`src/hw/rtl/ild_pkg.sv`:
```
// shared types, class table and lookup for the instruction length decoder
package ild_pkg;

	localparam int NumBytes  = 5;
	localparam int MaxPrefix = 4;

	localparam logic [7:0] ImmMask = 8'd7;
	localparam logic [7:0] ClsP    = 8'h08;
	localparam logic [7:0] ClsO    = 8'h10;
	localparam logic [7:0] ClsM    = 8'h20;
	localparam logic [7:0] ClsX    = 8'h00;

	localparam logic [1:0] ModReg    = 2'd3;
	localparam logic [1:0] ModNoDisp = 2'd0;
	localparam logic [1:0] ModDisp8  = 2'd1;
	localparam logic [1:0] ModDisp32 = 2'd2;
	localparam logic [2:0] RmSib     = 3'd4;
	localparam logic [2:0] RmAbs     = 3'd5;

	localparam logic [7:0] ClassTab [256] = '{
		// 0x00
		ClsO|ClsM, ClsO|ClsM, ClsO|ClsM, ClsO|ClsM, ClsO|8'd1, ClsO|8'd4, ClsO, ClsO,
		ClsO|ClsM, ClsO|ClsM, ClsO|ClsM, ClsO|ClsM, ClsO|8'd1, ClsO|8'd4, ClsO, ClsX,
		// 0x10
		ClsO|ClsM, ClsO|ClsM, ClsO|ClsM, ClsO|ClsM, ClsO|8'd1, ClsO|8'd4, ClsO, ClsO,
		ClsO|ClsM, ClsO|ClsM, ClsO|ClsM, ClsO|ClsM, ClsO|8'd1, ClsO|8'd4, ClsO, ClsO,
		// 0x20
		ClsO|ClsM, ClsO|ClsM, ClsO|ClsM, ClsO|ClsM, ClsO|8'd1, ClsO|8'd4, ClsP, ClsO,
		ClsO|ClsM, ClsO|ClsM, ClsO|ClsM, ClsO|ClsM, ClsO|8'd1, ClsO|8'd4, ClsP, ClsO,
		// 0x30
		ClsO|ClsM, ClsO|ClsM, ClsO|ClsM, ClsO|ClsM, ClsO|8'd1, ClsO|8'd4, ClsP, ClsO,
		ClsO|ClsM, ClsO|ClsM, ClsO|ClsM, ClsO|ClsM, ClsO|8'd1, ClsO|8'd4, ClsP, ClsO,
		// 0x40
		ClsO, ClsO, ClsO, ClsO, ClsO, ClsO, ClsO, ClsO,
		ClsO, ClsO, ClsO, ClsO, ClsO, ClsO, ClsO, ClsO,
		// 0x50
		ClsO, ClsO, ClsO, ClsO, ClsO, ClsO, ClsO, ClsO,
		ClsO, ClsO, ClsO, ClsO, ClsO, ClsO, ClsO, ClsO,
		// 0x60
		ClsO, ClsO, ClsO|ClsM, ClsO|ClsM, ClsP, ClsP, ClsX, ClsX,
		ClsO|8'd4, ClsO|ClsM|8'd4, ClsO|8'd1, ClsO|ClsM|8'd1, ClsO, ClsO, ClsO, ClsO,
		// 0x70
		ClsO|8'd1, ClsO|8'd1, ClsO|8'd1, ClsO|8'd1, ClsO|8'd1, ClsO|8'd1, ClsO|8'd1, ClsO|8'd1,
		ClsO|8'd1, ClsO|8'd1, ClsO|8'd1, ClsO|8'd1, ClsO|8'd1, ClsO|8'd1, ClsO|8'd1, ClsO|8'd1,
		// 0x80
		ClsO|ClsM|8'd1, ClsO|ClsM|8'd4, ClsO|ClsM|8'd1, ClsO|ClsM|8'd1,
		ClsO|ClsM, ClsO|ClsM, ClsO|ClsM, ClsO|ClsM,
		ClsO|ClsM, ClsO|ClsM, ClsO|ClsM, ClsO|ClsM, ClsO|ClsM, ClsO|ClsM, ClsO|ClsM, ClsO|ClsM,
		// 0x90
		ClsO, ClsO, ClsO, ClsO, ClsO, ClsO, ClsO, ClsO,
		ClsO, ClsO, ClsX, ClsO, ClsO, ClsO, ClsO, ClsO,
		// 0xA0
		ClsO|8'd1, ClsO|8'd4, ClsO|8'd1, ClsO|8'd4, ClsO, ClsO, ClsO, ClsO,
		ClsO|8'd1, ClsO|8'd4, ClsO, ClsO, ClsO, ClsO, ClsO, ClsO,
		// 0xB0
		ClsO|8'd1, ClsO|8'd1, ClsO|8'd1, ClsO|8'd1, ClsO|8'd1, ClsO|8'd1, ClsO|8'd1, ClsO|8'd1,
		ClsO|8'd4, ClsO|8'd4, ClsO|8'd4, ClsO|8'd4, ClsO|8'd4, ClsO|8'd4, ClsO|8'd4, ClsO|8'd4,
		// 0xC0
		ClsO|ClsM|8'd1, ClsO|ClsM|8'd1, ClsX, ClsO, ClsX, ClsX, ClsO|ClsM|8'd1, ClsO|ClsM|8'd4,
		ClsX, ClsX, ClsX, ClsX, ClsX, ClsX, ClsX, ClsX,
		// 0xD0
		ClsO|ClsM, ClsO|ClsM, ClsO|ClsM, ClsO|ClsM, ClsO|8'd1, ClsO|8'd1, ClsX, ClsX,
		ClsX, ClsX, ClsX, ClsX, ClsX, ClsX, ClsX, ClsX,
		// 0xE0
		ClsX, ClsX, ClsX, ClsX, ClsX, ClsX, ClsX, ClsX,
		ClsX, ClsO|8'd4, ClsX, ClsO|8'd1, ClsX, ClsX, ClsX, ClsX,
		// 0xF0
		ClsP, ClsX, ClsP, ClsP, ClsO, ClsO, ClsO|ClsM|8'd1, ClsO|ClsM|8'd4,
		ClsO, ClsO, ClsO, ClsO, ClsO, ClsO, ClsO|ClsM, ClsO|ClsM
	};

	typedef struct packed {
		logic       pfx;
		logic       opc;
		logic       mrm;
		logic [2:0] imm;
	} cls_t;

	typedef logic [NumBytes-1:0][7:0] win_t;

	typedef struct packed {
		win_t                      win;
		cls_t [MaxPrefix-1:0]      cls;
	} s1_t;

	typedef struct packed {
		logic [2:0] pos;
		logic [7:0] opcode;
		logic [7:0] modrm;
		cls_t       cls;
	} s2_t;

	typedef struct packed {
		logic [3:0] len;
		logic [7:0] opcode;
		logic       ok;
	} s3_t;

	function automatic cls_t class_of(input logic [7:0] b);
		logic [7:0] raw;
		cls_t       c;
		raw   = ClassTab[b];
		c.pfx = (raw & ClsP) != 8'd0;
		c.opc = (raw & ClsO) != 8'd0;
		c.mrm = (raw & ClsM) != 8'd0;
		c.imm = raw[2:0] & ImmMask[2:0];
		return c;
	endfunction

endpackage

```
`src/hw/rtl/ild_in_if.sv`:
```
// input channel: five-byte instruction window
interface ild_in_if;
	logic       valid;
	logic       ready;
	logic [7:0] byte_at_0;
	logic [7:0] byte_at_1;
	logic [7:0] byte_at_2;
	logic [7:0] byte_at_3;
	logic [7:0] byte_at_4;

	modport source (output valid, byte_at_0, byte_at_1, byte_at_2, byte_at_3, byte_at_4,
		input ready);
	modport sink (input valid, byte_at_0, byte_at_1, byte_at_2, byte_at_3, byte_at_4,
		output ready);
endinterface

```
`src/hw/rtl/ild_out_if.sv`:
```
// output channel: decoded length and opcode
interface ild_out_if;
	logic       valid;
	logic       ready;
	logic [3:0] insn_length;
	logic [7:0] op_byte;
	logic       decoded_ok;

	modport source (output valid, insn_length, op_byte, decoded_ok, input ready);
	modport sink (input valid, insn_length, op_byte, decoded_ok, output ready);
endinterface

```
`src/hw/rtl/ild_classify.sv`:
```
// stage 1: table lookup of the first four bytes
module ild_classify (
	input  logic            clk,
	input  logic            arst_n,
	input  logic            up_valid,
	output logic            up_ready,
	input  ild_pkg::win_t   up_win,
	output logic            valid_s1,
	input  logic            dn_ready,
	output ild_pkg::s1_t    data_s1
);
	import ild_pkg::*;

	s1_t nxt;

	always_comb begin
		nxt.win = up_win;
		for (int i = 0; i < MaxPrefix; i++) begin
			nxt.cls[i] = class_of(up_win[i]);
		end
	end

	assign up_ready = !valid_s1 || dn_ready;

	always_ff @(posedge clk or negedge arst_n) begin
		if (!arst_n) begin
			valid_s1 <= 1'b0;
		end else if (up_ready) begin
			valid_s1 <= up_valid;
		end
	end

	always_ff @(posedge clk) begin
		if (up_valid && up_ready) begin
			data_s1 <= nxt;
		end
	end

endmodule

```
`src/hw/rtl/ild_locate.sv`:
```
// stage 2: prefix skip, opcode and modrm selection
module ild_locate (
	input  logic            clk,
	input  logic            arst_n,
	input  logic            up_valid,
	output logic            up_ready,
	input  ild_pkg::s1_t    up_data,
	output logic            valid_s2,
	input  logic            dn_ready,
	output ild_pkg::s2_t    data_s2
);
	import ild_pkg::*;

	s2_t nxt;

	always_comb begin
		priority if (!up_data.cls[0].pfx) begin
			nxt.pos    = 3'd0;
			nxt.cls    = up_data.cls[0];
			nxt.opcode = up_data.win[0];
			nxt.modrm  = up_data.win[1];
		end else if (!up_data.cls[1].pfx) begin
			nxt.pos    = 3'd1;
			nxt.cls    = up_data.cls[1];
			nxt.opcode = up_data.win[1];
			nxt.modrm  = up_data.win[2];
		end else if (!up_data.cls[2].pfx) begin
			nxt.pos    = 3'd2;
			nxt.cls    = up_data.cls[2];
			nxt.opcode = up_data.win[2];
			nxt.modrm  = up_data.win[3];
		end else if (!up_data.cls[3].pfx) begin
			nxt.pos    = 3'd3;
			nxt.cls    = up_data.cls[3];
			nxt.opcode = up_data.win[3];
			nxt.modrm  = up_data.win[4];
		end else begin
			nxt.pos    = 3'd4;
			nxt.cls    = up_data.cls[3];
			nxt.opcode = up_data.win[3];
			nxt.modrm  = up_data.win[4];
		end
	end

	assign up_ready = !valid_s2 || dn_ready;

	always_ff @(posedge clk or negedge arst_n) begin
		if (!arst_n) begin
			valid_s2 <= 1'b0;
		end else if (up_ready) begin
			valid_s2 <= up_valid;
		end
	end

	always_ff @(posedge clk) begin
		if (up_valid && up_ready) begin
			data_s2 <= nxt;
		end
	end

	// four prefixes leave a prefix class, which never decodes
	a_all_prefix_invalid: assert property (@(posedge clk) disable iff (!arst_n)
		valid_s2 && data_s2.pos == 3'd4 |-> !data_s2.cls.opc)
		else $error("four prefixes carried a valid opcode class");

	a_pos_range: assert property (@(posedge clk) disable iff (!arst_n)
		valid_s2 |-> data_s2.pos <= 3'd4)
		else $error("prefix count out of range");

endmodule

```
`src/hw/rtl/ild_length.sv`:
```
// stage 3: modrm, sib and displacement sizing, final length
module ild_length (
	input  logic            clk,
	input  logic            arst_n,
	input  logic            up_valid,
	output logic            up_ready,
	input  ild_pkg::s2_t    up_data,
	output logic            valid_s3,
	input  logic            dn_ready,
	output ild_pkg::s3_t    data_s3
);
	import ild_pkg::*;

	s3_t        nxt;
	logic [1:0] mod;
	logic [2:0] rm;
	logic [3:0] addr_len;
	logic [3:0] disp_len;
	logic [3:0] sib_len;

	always_comb begin
		mod      = up_data.modrm[7:6];
		rm       = up_data.modrm[2:0];
		sib_len  = 4'd0;
		disp_len = 4'd0;
		if (mod != ModReg) begin
			if (rm == RmSib) begin
				sib_len = 4'd1;
			end
			if (mod == ModNoDisp && rm == RmAbs) begin
				disp_len = 4'd4;
			end else if (mod == ModDisp8) begin
				disp_len = 4'd1;
			end else if (mod == ModDisp32) begin
				disp_len = 4'd4;
			end
		end
		addr_len = up_data.cls.mrm ? (4'd1 + sib_len + disp_len) : 4'd0;
		nxt.opcode = up_data.opcode;
		if (up_data.cls.opc) begin
			nxt.len = {1'b0, up_data.pos} + 4'd1 + addr_len + {1'b0, up_data.cls.imm};
		end else begin
			nxt.len = 4'd0;
		end
		nxt.ok = up_data.cls.opc;
	end

	assign up_ready = !valid_s3 || dn_ready;

	always_ff @(posedge clk or negedge arst_n) begin
		if (!arst_n) begin
			valid_s3 <= 1'b0;
		end else if (up_ready) begin
			valid_s3 <= up_valid;
		end
	end

	always_ff @(posedge clk) begin
		if (up_valid && up_ready) begin
			data_s3 <= nxt;
		end
	end

	a_ok_matches_len: assert property (@(posedge clk) disable iff (!arst_n)
		valid_s3 |-> (data_s3.ok == (data_s3.len != 4'd0)))
		else $error("decoded flag disagrees with length");

	a_len_bound: assert property (@(posedge clk) disable iff (!arst_n)
		valid_s3 |-> data_s3.len <= 4'd14)
		else $error("length exceeds longest encoding");

endmodule

```
`src/hw/rtl/x86_insn_length_decoder_core.sv`:
```
// top level of the instruction length decoder
// throughput: one item per cycle while info.ready is high; each stage register frees as its successor takes
// stalls: info.ready back-pressures all three stages, bubbles are collapsed
// reset: arst_n clears the stage valid bits only, no table or memory to clear
module x86_insn_length_decoder_core (
	input  logic           clk,
	input  logic           arst_n,
	ild_in_if.sink         insn,
	ild_out_if.source      info
);
	import ild_pkg::*;

	win_t win;
	s1_t  data_s1;
	s2_t  data_s2;
	s3_t  data_s3;
	logic valid_s1;
	logic valid_s2;
	logic valid_s3;
	logic ready_s1;
	logic ready_s2;

	assign win = {insn.byte_at_4, insn.byte_at_3, insn.byte_at_2, insn.byte_at_1,
		insn.byte_at_0};

	ild_classify u_classify (
		.clk      (clk),
		.arst_n   (arst_n),
		.up_valid (insn.valid),
		.up_ready (insn.ready),
		.up_win   (win),
		.valid_s1 (valid_s1),
		.dn_ready (ready_s1),
		.data_s1  (data_s1)
	);

	ild_locate u_locate (
		.clk      (clk),
		.arst_n   (arst_n),
		.up_valid (valid_s1),
		.up_ready (ready_s1),
		.up_data  (data_s1),
		.valid_s2 (valid_s2),
		.dn_ready (ready_s2),
		.data_s2  (data_s2)
	);

	ild_length u_length (
		.clk      (clk),
		.arst_n   (arst_n),
		.up_valid (valid_s2),
		.up_ready (ready_s2),
		.up_data  (data_s2),
		.valid_s3 (valid_s3),
		.dn_ready (info.ready),
		.data_s3  (data_s3)
	);

	assign info.valid       = valid_s3;
	assign info.insn_length = data_s3.len;
	assign info.op_byte     = data_s3.opcode;
	assign info.decoded_ok  = data_s3.ok;

	a_accept_fills_s1: assert property (@(posedge clk) disable iff (!arst_n)
		insn.valid && insn.ready |=> valid_s1)
		else $error("accepted item did not reach stage 1");

	a_s1_holds: assert property (@(posedge clk) disable iff (!arst_n)
		valid_s1 && !ready_s1 |=> valid_s1 && $stable(data_s1))
		else $error("stalled stage 1 item changed");

	a_s2_holds: assert property (@(posedge clk) disable iff (!arst_n)
		valid_s2 && !ready_s2 |=> valid_s2 && $stable(data_s2))
		else $error("stalled stage 2 item changed");

endmodule

```
`src/flat_wrapper.sv`:
```
// flat-port wrapper written by rule: the top's interface ports become plain ports
module x86_insn_length_decoder_core_flat import ild_pkg::*;
  (clk, arst_n, insn_valid, insn_byte_at_0, insn_byte_at_1, insn_byte_at_2, insn_byte_at_3, insn_byte_at_4, insn_ready, info_valid, info_insn_length, info_op_byte, info_decoded_ok, info_ready);
  ild_in_if insn_i ();
  ild_out_if info_i ();
  input  logic clk;
  input  logic arst_n;
  input wire logic [$bits(insn_i.valid)-1:0] insn_valid;
  input wire logic [$bits(insn_i.byte_at_0)-1:0] insn_byte_at_0;
  input wire logic [$bits(insn_i.byte_at_1)-1:0] insn_byte_at_1;
  input wire logic [$bits(insn_i.byte_at_2)-1:0] insn_byte_at_2;
  input wire logic [$bits(insn_i.byte_at_3)-1:0] insn_byte_at_3;
  input wire logic [$bits(insn_i.byte_at_4)-1:0] insn_byte_at_4;
  output wire logic [$bits(insn_i.ready)-1:0] insn_ready;
  output wire logic [$bits(info_i.valid)-1:0] info_valid;
  output wire logic [$bits(info_i.insn_length)-1:0] info_insn_length;
  output wire logic [$bits(info_i.op_byte)-1:0] info_op_byte;
  output wire logic [$bits(info_i.decoded_ok)-1:0] info_decoded_ok;
  input wire logic [$bits(info_i.ready)-1:0] info_ready;
  assign insn_i.valid = insn_valid;
  assign insn_i.byte_at_0 = insn_byte_at_0;
  assign insn_i.byte_at_1 = insn_byte_at_1;
  assign insn_i.byte_at_2 = insn_byte_at_2;
  assign insn_i.byte_at_3 = insn_byte_at_3;
  assign insn_i.byte_at_4 = insn_byte_at_4;
  assign insn_ready = insn_i.ready;
  assign info_valid = info_i.valid;
  assign info_insn_length = info_i.insn_length;
  assign info_op_byte = info_i.op_byte;
  assign info_decoded_ok = info_i.decoded_ok;
  assign info_i.ready = info_ready;
  x86_insn_length_decoder_core u_core (.clk(clk), .arst_n(arst_n), .insn(insn_i), .info(info_i));
endmodule
```
`config.mk`:
```
export PLATFORM = sky130hd
export DESIGN_NAME = x86_insn_length_decoder_core_flat
export DESIGN_NICKNAME = d
export VERILOG_FILES = /design/src/hw/rtl/ild_pkg.sv /design/src/hw/rtl/ild_in_if.sv /design/src/hw/rtl/ild_out_if.sv /design/src/hw/rtl/ild_classify.sv /design/src/hw/rtl/ild_locate.sv /design/src/hw/rtl/ild_length.sv /design/src/hw/rtl/x86_insn_length_decoder_core.sv /design/src/flat_wrapper.sv
export SDC_FILE = /design/constraint.sdc
export NUM_CORES = 1
export LEC_CHECK = 0
export ABC_AREA = 1
export BUFFER_PORTS_ARGS = -buffer_cell sky130_fd_sc_hd__buf_2
export CAP_MARGIN = 15
export CORE_MARGIN = 1
export CORE_UTILIZATION = 35
export CTS_BUF_LIST = sky130_fd_sc_hd__clkbuf_2 sky130_fd_sc_hd__clkbuf_4 sky130_fd_sc_hd__clkbuf_8
export CTS_CLUSTER_SIZE = 25
export DETAILED_ROUTE_END_ITERATION = 8
export SLEW_MARGIN = 10
export SYNTH_ARGS = -nofsm -noshare
export SYNTH_HDL_FRONTEND = slang
export SYNTH_SLANG_ARGS = --single-unit
export TNS_END_PERCENT = 100
```
`constraint.sdc`:
```
create_clock -name clk -period 5 [get_ports clk]
set_input_delay 0.25 -clock clk [delete_from_list [all_inputs] [get_ports clk]]
set_output_delay 0.25 -clock clk [all_outputs]
set_load 0.02 [all_outputs]
```
==> results of run 1 <==
## synth_stat cells, types with 4 or more instances
cell	count
nor2_2	7
nor3_1	9
o21ai_1	22
a211oi_1	4
inv_1	48
nand4_1	8
nand2_1	161
inv_2	29
ha_1	26
edfxtp_1	90
nand3_1	57
buf_2	13
nor2_1	103
o211ai_1	4
buf_4	6
o21ai_0	22
clkbuf_1	7
a21oi_1	68
## state kept, by name (all words and copies together) (netlist names)
name / flops
u_core.u_classify.data_s1: 57
u_core.u_classify.valid_s1: 1
u_core.u_length.data_s3: 13
u_core.u_length.valid_s3: 1
u_core.u_locate.data_s2: 20
u_core.u_locate.valid_s2: 1
## metrics by stage
stage	power, mW	cells	instance area (um^2)	utilization	hold WS (ns)
6_report	2.00	981	6440	0.400	0.0706
5_1_grt	2.12	981	6440	0.400	0.0463
4_1_cts	2.02	981	6440	0.400	0.0508
3_5_place_dp	1.53	965	6230	0.387	0.0533
3_3_place_gp	1.52	965	6230	0.387	0.0506
2_1_floorplan	1.38	722	5850	-	-0.0456
## cell families (layout without fill, tap and decap cells)
| group | count (synthesis) | after routing | synth area share |
|---|---|---|---|
| simple gates | 356 | 356 | 0.255 |
| buf+inv | 110 | 153 | 0.0820 |
| flops | 93 | 93 | 0.475 |
| compound gates | 134 | 134 | 0.124 |
| fa+ha+maj | 28 | 28 | 0.0625 |
| xor+xnor | 1 | 1 | 0.00150 |
## layer usage
| metal | GRT usage | wire length, um | share of wire |
|---|---|---|---|
| met5 | 0 | 0 | 0 |
| met4 | 0.0477 | 180 | 0.013 |
| met3 | 0.0239 | 736 | 0.055 |
| met2 | 0.247 | 6110 | 0.46 |
| met1 | 0.223 | 6310 | 0.47 |
## final timing paths
| kind | start | endpoint | slack [ns] |
|---|---|---|---|
| max | u_core.u_locate.data_s2[12] | u_core.u_length.data_s3[11] | 2.43 |
| min | insn_byte_at_4[7] | u_core.u_classify.data_s1[63] | 0.07 |
| max reg2reg | u_core.u_locate.data_s2[12] | u_core.u_length.data_s3[11] | 2.43 |
| min reg2reg | u_core.u_locate.data_s2[20] | u_core.u_length.data_s3[7] | 0.43 |
| max in group asynchronous | arst_n | u_core.u_length.valid_s3 | 4.67 |
| min in group asynchronous | arst_n | u_core.u_classify.valid_s1 | 0.22 |
## report_power, final
group	switching, mW	total [mW]	internal [mW]
Combinational	0.321	0.464	0.143
Sequential	0.0421	1.04	1.00
Clock	0.260	0.493	0.233
Total	0.623	2.00	1.38
## worst max-delay path, cell delays in order, from the launching register on
cell and delay, ns:
edfxtp_1 0.42, a21oi_1 0.16, nand3_1 0.09, ha_1 0.27
or2_2 0.29, ha_1 0.27, inv_1 0.05, ha_1 0.12
inv_1 0.06, fa_1 0.38, xor2_1 0.16, nor2_1 0.05
## area by class of cell
cell class,instances,area (um^2)
multi-input combinational,519,2590
fill,1652,9670
inverter,81,315
clock buffer,9,124
timing repair buffer,57,293
sequential,93,2780
tap,216,270
clock inverter,6,71.3
==> metrics.csv, run 1 <==
stage,metric,value,unit
clock_network,Post-CTS Hold Fix Bufs,1,
clock_network,postcts setup bufs,0,
yosys,Synth Cell Area,5850,um^2
routing,initial DRC count,298,
timing,Relative slew margins,0.508,
clock_network,"CTS clk-pin slew, worst paths",0.09,ns
clock_network,CTS tree,built,
timing,Slew Limit Fails,0,
job,max cap viols,0,
floorplanning,Starting Density,0.363,
routing,WL/cell,13.6,um
timing,final hold viol count,0,
timing,setup TNS,0,ns
clock_network,number of H-tree branching levels,3,
critical_path,critical path class,reg -> reg,
cells_and_area,area growth from synthesis to layout,10.2,%
routing,Vias,4951,
floorplanning,die height,131,um
status,outcome,finished clean,
cells_and_area,"most common cell after layout, fill and taps aside",nand2_1,
yosys,top post-synthesis cells by area,"edfxtp_1, nand2_1, nor2_1, a21oi_1, ha_1",
routing,DR DRC count,0,
global_route,GRT Overall Usage,0.158,
power,PwrDens,310,nW/um^2
critical_path,"Max FO, Critical Path",3,
placed_design,HPWL Detailed,9830,um
clock_network,Num CTS Buffers,9,
critical_path,CP endpoint kind,flip-flop,
global_route,global-route wire length before repair,21900,um
clock_network,cts repair resizes,0,
timing,fin worst setup slack,2.43,ns
yosys,"FF+latch count, synth",93,
global_route,initial antenna violation count,0,
clock_network,clk_lat worst skew,0.35,ns
timing,skew final,0.00773,ns
yosys,Syn Area/Cell,8.10,um^2
timing,RSZ-0062 raised after global routing,false,
routing,post-route ant nets,0,
routing,Via density,5.05,
timing,crit share post-route,0.514,
yosys,Ys Warns,0,
yosys,Cell variety after synth,42,
placed_design,Final GP Congestion,0.898,
cells_and_area,Final nets,833,
global_route,vias in the first global route,4408,
yosys,leading area contributor after synthesis,edfxtp_1,
cells_and_area,antenna cell count,0,
yosys,Post-synth EDFFs,90,
critical_path,signal arrival time at the worst endpoint,2.69,ns
critical_path,Startpoint Class,flip-flop,
floorplanning,num rows,46,
worst_hold_path,hold depth,1,
worst_hold_path,Hold Crit Class,in -> reg,
critical_path,Critical Path RT,5.12,ns
yosys,Post-Synthesis Cells,722,
yosys,Mapped Nets,794,
power,LEAKAGE,2.76,nW
timing,worst slew pin tran,0.738,ns
timing,final setup fails,0,
global_route,total gr overflow,0,
cells_and_area,share of cells above drive strength 1,0.152,
clock_network,clk sinks,93,
power,worst vdd ir,157,uV
yosys,part of the Yosys area used for sequential elements,0.475,
yosys,fraction of registers with async set/reset,0.0323,
routing,Detailed Routing Iterations Pass 1,8,
clock_network,Clock Tree Buf Depth,2,
yosys,Synth top area share,0.462,
floorplanning,core footprint,16100,um^2
yosys,top_reg_cell synth,edfxtp_1,
floorplanning,DIE AREA,17200,um^2
global_route,pin count of the biggest net entering global routing,37,
routing,drt total wl,13300,um
floorplanning,I/O pin count,59,
floorplanning,Die Wd,131,um
timing,Max Freq,389,MHz
timing,minimum clock period,2.57,ns
clock_network,CTS Root Cell,clkbuf_8,
placed_design,dpl ws,2.44,ns
placed_design,I/O Buffers,55,
cells_and_area,most frequent cells in the layout,"nand2_1, nor2_1, edfxtp_1",
critical_path,Worst Reg-to-Reg Cells,11,
(Power assumes the default switching activity.)
==> run 2, diff against run 1 <==
clock period = 2.43 ns   (was 5 ns; I/O delays follow)
==> metrics.csv, run 2 (same netlist as run 1, synthesis figures left out) <==
stage,metric,value,unit
status,outcome,"finished, violations left",
status,failing checks,setup timing,
clock_network,CTS tree,built,
floorplanning,Starting Density,0.363,
placed_design,Final GP Congestion,0.905,
critical_path,"Max FO, Critical Path",2,
cells_and_area,fill count,1657,
power,worst vdd ir,360,uV
routing,initial DRC count,282,
routing,Vias,5008,
clock_network,Clock Tree Buf Depth,2,
cells_and_area,Final Util,0.411,
cells_and_area,Final nets,845,
timing,fin worst setup slack,-0.0132,ns
power,LEAKAGE,2.82,nW
worst_hold_path,min-delay src,insn_byte_at_3[7],
cells_and_area,most frequent cells in the layout,"nand2_1, nor2_1, edfxtp_1",
floorplanning,core footprint,16100,um^2
timing,Slew Limit Fails,0,
clock_network,"CTS clk-pin slew, worst paths",0.09,ns
floorplanning,DIE AREA,17200,um^2
critical_path,critical path class,reg -> reg,
floorplanning,num rows,46,
timing,minimum clock period,2.44,ns
routing,post-route ant nets,0,
global_route,initial antenna violation count,0,
timing,Max Freq,409,MHz
routing,Detailed Routing Iterations Pass 1,5,
power,PwrDens,639,nW/um^2
cells_and_area,combined area of the multi-input logic cells,2640,um^2
clock_network,CTS Root Cell,clkbuf_8,
critical_path,"Top cell by count, worst path",ha_4,
clock_network,clk sinks,93,
cells_and_area,Post-Layout Cell Count,994,
global_route,vias in the first global route,4514,
critical_path,Worst Reg-to-Reg Cells,10,
floorplanning,die height,131,um
placed_design,Post-DP Area,6320,um^2
timing,RSZ-0062 raised after global routing,true,
critical_path,reg2reg start,u_core.u_locate.data_s2[13],
clock_network,clk_lat worst skew,0.35,ns
placed_design,dpl ws,-0.103,ns
routing,Via density,5.04,
global_route,pin count of the biggest net entering global routing,27,
job,max cap viols,0,
critical_path,signal arrival time at the worst endpoint,2.56,ns
cells_and_area,share of cells above drive strength 1,0.170,
critical_path,CP max stage delay,0.51,ns
cells_and_area,antenna cell count,0,
timing,setup TNS,-0.0132,ns
placed_design,I/O Buffers,55,
cells_and_area,registers with the most flip-flops,"u_core.u_classify.data_s1 (57), u_core.u_locate.data_s2 (20), u_core.u_length.data_s3 (13)",
cells_and_area,post-route cell area,6630,um^2
cells_and_area,area taken by flip-flops and latches,2780,um^2
routing,DR DRC count,0,
cells_and_area,area growth from synthesis to layout,13.4,%
critical_path,Critical Path RT,2.55,ns
cells_and_area,"most common cell after layout, fill and taps aside",nand2_1,
routing,drt total wl,13800,um
clock_network,Num CTS Buffers,9,
timing,final setup fails,1,
critical_path,Critical path origin,u_core.u_locate.data_s2[13],
critical_path,CP endpoint kind,flip-flop,
worst_hold_path,hold depth,1,
global_route,GRT Overall Usage,0.160,
timing,crit share post-route,1.01,
floorplanning,I/O pin count,59,
placed_design,Cells after DPL,972,
cells_and_area,Largest Register,u_core.u_classify.data_s1,
global_route,global-route wire length before repair,22400,um
clock_network,number of H-tree branching levels,3,
critical_path,worst path cell trace,a21oi_2 -> nand3_1 -> ha_1 -> or2_4 -> ha_4 -> inv_2 -> ha_4 -> inv_4 -> fa_2 -> nor2_1,
timing,skew final,0.00628,ns
critical_path,Crit-path slowest cell,fa_2,
routing,WL/cell,13.8,um
global_route,total gr overflow,0,
clock_network,postcts setup bufs,0,
cells_and_area,max reg flops,57,
timing,Relative slew margins,0.515,
timing,final hold viol count,0,
worst_hold_path,Hold Crit Class,in -> reg,
floorplanning,Die Wd,131,um
placed_design,HPWL Detailed,9940,um
critical_path,Startpoint Class,flip-flop,
timing,worst slew pin tran,0.727,ns
[run 2: changes by cell type in the layout (fill, tap and decap cells not counted), sizes merged]
cell / before / now
buf: 56 / 63
dlygate4sd3: 1 / 6
clkinv: 3 / 6
clkinvlp: 2 / 1
inv: 81 / 80
[run 2: worst paths after layout]
path | to | slack [ns]
min in group asynchronous | u_core.u_length.valid_s3 | 0.08
setup / recovery | u_core.u_length.data_s3[10] | -0.01
hold reg to reg | u_core.u_length.data_s3[5] | 0.42
hold / removal | u_core.u_classify.data_s1[55] | 0.03
setup reg to reg | u_core.u_length.data_s3[10] | -0.01
max in group asynchronous | u_core.u_classify.valid_s1 | 2.25
[run 2: timing repair]
item                                   CTS  global route
endpoints found under the hold margin    8             0
resized for setup                        5             8
setup endpoints to repair                3             3
pin swaps                                2            11
hold buffers                             6             0
[run 2: cell type report]
type / instances / area share
Clock inverter: 7 / 0.0111
Timing Repair Buffer: 69 / 0.0634
Sequential cell: 93 / 0.419
Clock buffer: 9 / 0.0187
Multi-Input combinational cell: 519 / 0.399
Inverter: 81 / 0.0485
Tap cell: 216 / 0.0408
[run 2: routing by layer]
| metal | track usage | wire (um) | share of wire |
|---|---|---|---|
| met1 | 0.231 | 6440 | 0.47 |
| met5 | 0 | 0 | 0 |
| met3 | 0.0305 | 857 | 0.062 |
| met4 | 0.0275 | 59 | 0.0043 |
| met2 | 0.249 | 6400 | 0.47 |
[run 2: stage by stage]
step                      hold WS (ns)  power [mW]
after global placement         -0.0797        3.17
after detailed placement       -0.0791        3.18
final                           0.0317        4.24
after global routing           0.00439        4.48
after CTS                       0.0136        4.22
after floorplan                 -0.174        2.85
[run 2: report_power, final]
part / internal, mW / total [mW] / switching, mW
sequential: 2.06 / 2.13 / 0.0732
combinational: 0.371 / 1.08 / 0.714
clock: 0.481 / 1.02 / 0.538
total: 2.91 / 4.24 / 1.33
[run 2: worst max-delay path: cells and delay by family, from the launching register on]
kind | cells | cell delay, ns
compound gates | 1 | 0.16
buf+inv | 2 | 0.09
flops | 1 | 0.42
simple gates | 3 | 0.37
fa+ha+maj | 4 | 1.18
==> run 3, diff against run 2 <==
==> constraint.sdc (replaced) <==
create_clock -name clk -period 2.43 [get_ports clk]
set_input_delay 0.243 -clock clk [delete_from_list [all_inputs] [get_ports clk]]
set_output_delay 0.243 -clock clk [all_outputs]
set_load 0.02 [all_outputs]
==> metrics.csv, run 3 (same netlist as run 1, synthesis figures left out) <==
stage,metric,value,unit
routing,Met2 Wirelength,6130,um
clock_network,"CTS clk-pin slew, worst paths",0.09,ns
power,LEAKAGE,2.79,nW
worst_hold_path,Hold Crit Class,in -> reg,
critical_path,CP max stage delay,0.51,ns
timing,setup TNS,0,ns
global_route,total gr overflow,0,
critical_path,signal arrival time at the worst endpoint,2.52,ns
clock_network,postcts setup bufs,0,
placed_design,Final GP Congestion,0.913,
cells_and_area,Largest Register,u_core.u_classify.data_s1,
timing,skew final,0.00796,ns
critical_path,reg2reg start,u_core.u_locate.data_s2[13],
routing,initial DRC count,298,
timing,final setup fails,0,
floorplanning,num rows,46,
critical_path,"delay-heaviest family, CP",adder cells,
cells_and_area,Post-Layout Cell Count,988,
routing,Vias,4994,
worst_hold_path,min-delay src,insn_byte_at_4[7],
floorplanning,Die Wd,131,um
cells_and_area,antenna cell count,0,
global_route,pin count of the biggest net entering global routing,37,
cells_and_area,combined area of the multi-input logic cells,2640,um^2
placed_design,I/O Buffers,55,
job,max cap viols,0,
clock_network,Clock Tree Buf Depth,2,
timing,RSZ-0062 raised after global routing,true,
power,worst vdd ir,405,uV
routing,met3 wire length,962,um
routing,Via density,5.05,
timing,Relative slew margins,0.529,
global_route,global-route wire length before repair,21400,um
cells_and_area,registers with the most flip-flops,"u_core.u_classify.data_s1 (57), u_core.u_locate.data_s2 (20), u_core.u_length.data_s3 (13)",
critical_path,Crit-path slowest cell,fa_2,
cells_and_area,fill count,1658,
routing,top sig layer,met4,
timing,Slew Limit Fails,0,
clock_network,number of H-tree branching levels,3,
timing,final hold viol count,0,
critical_path,Critical path origin,u_core.u_locate.data_s2[13],
global_route,vias in the first global route,4266,
floorplanning,Starting Density,0.363,
critical_path,worst path cell trace,a21oi_2 -> nand3_1 -> ha_1 -> or2_4 -> ha_4 -> inv_2 -> ha_4 -> inv_4 -> fa_2 -> nor2_1,
clock_network,Num CTS Buffers,9,
critical_path,CP endpoint kind,flip-flop,
critical_path,Startpoint Class,flip-flop,
placed_design,Cells after DPL,971,
timing,crit share post-route,0.981,
status,outcome,finished clean,
routing,Detailed Routing Iterations Pass 1,5,
clock_network,CTS Root Cell,clkbuf_8,
timing,Max Freq,420,MHz
cells_and_area,most frequent cells in the layout,"nand2_1, nor2_1, edfxtp_1",
critical_path,Critical Path RT,2.57,ns
floorplanning,DIE AREA,17200,um^2
routing,post-route ant nets,0,
cells_and_area,share of cells above drive strength 1,0.171,
timing,worst slew pin tran,0.706,ns
clock_network,clk sinks,93,
power,PwrDens,640,nW/um^2
clock_network,CTS tree,built,
critical_path,"Max FO, Critical Path",2,
global_route,initial antenna violation count,0,
routing,DR DRC count,0,
critical_path,critical path class,reg -> reg,
routing,drt total wl,13500,um
cells_and_area,area taken by flip-flops and latches,2780,um^2
cells_and_area,Final nets,839,
cells_and_area,"most common cell after layout, fill and taps aside",nand2_1,
routing,WL/cell,13.6,um
clock_network,clk_lat worst skew,0.37,ns
routing,Met1 Wirelength,6130,um
floorplanning,die height,131,um
cells_and_area,area growth from synthesis to layout,12.5,%
floorplanning,I/O pin count,59,
critical_path,"Top cell by count, worst path",ha_4,
global_route,GRT Overall Usage,0.156,
floorplanning,core footprint,16100,um^2
placed_design,HPWL Detailed,9790,um
timing,minimum clock period,2.38,ns
critical_path,worst path buffer plus inverter count,2,
cells_and_area,max reg flops,57,
[run 3: layout make-up]
| cell class | count | area share |
|---|---|---|
| clock buffer | 9 | 0.0188 |
| clock inverter | 7 | 0.0114 |
| inverter | 81 | 0.0489 |
| multi-input combinational | 519 | 0.402 |
| sequential | 93 | 0.423 |
| tap | 216 | 0.0411 |
| timing repair buffer | 63 | 0.0552 |
[run 3: metrics by stage]
step                total power, mW   util  instance area (um^2)  hold slack, ns  worst slack [ns]
finish                         4.21  0.408                  6570          0.0525            0.0472
global route                   4.46  0.408                  6570          0.0262           -0.0964
CTS                            4.19  0.406                  6540          0.0347           0.00376
detailed placement             3.17  0.391                  6310          0.0409           -0.0989
global placement               3.16  0.391                  6310          0.0423           -0.0615
floorplan                      2.85      -                  5850         -0.0526            0.0147
[run 3: repair_timing]
| item | CTS | global route |
|---|---|---|
| hold buffers | 1 | 0 |
| endpoints found under the setup margin | 3 | 3 |
| cloned | 0 | 0 |
| gates resized for setup | 5 | 8 |
| pin swaps | 5 | 4 |
| hold endpoints to repair | 3 | 0 |
[run 3: layer usage]
layer,GRT usage,vias up
met5,0,-
met4,0.0438,0
met3,0.0332,22
met2,0.243,211
met1,0.216,2241
li1,-,2520
[run 3: final timing paths]
| kind | end | slack, ns | depth (start not counted) |
|---|---|---|---|
| max in group asynchronous | u_core.u_classify.valid_s1 | 2.14 | 2 |
| worst min-delay path | u_core.u_classify.data_s1[63] | 0.05 | 1 |
| worst max register to register | u_core.u_length.data_s3[10] | 0.05 | 10 |
| worst max-delay path | u_core.u_length.data_s3[10] | 0.05 | 10 |
| worst min register to register | u_core.u_length.data_s3[2] | 0.43 | 0 |
| min in group asynchronous | u_core.u_length.valid_s3 | 0.19 | 2 |
[run 3: power by group]
part / switching, mW / leakage, nW / internal [mW]
clock network: 0.524 / 0.0918 / 0.477
logic: 0.710 / 1.79 / 0.365
registers: 0.0739 / 0.909 / 2.06
total: 1.31 / 2.79 / 2.90
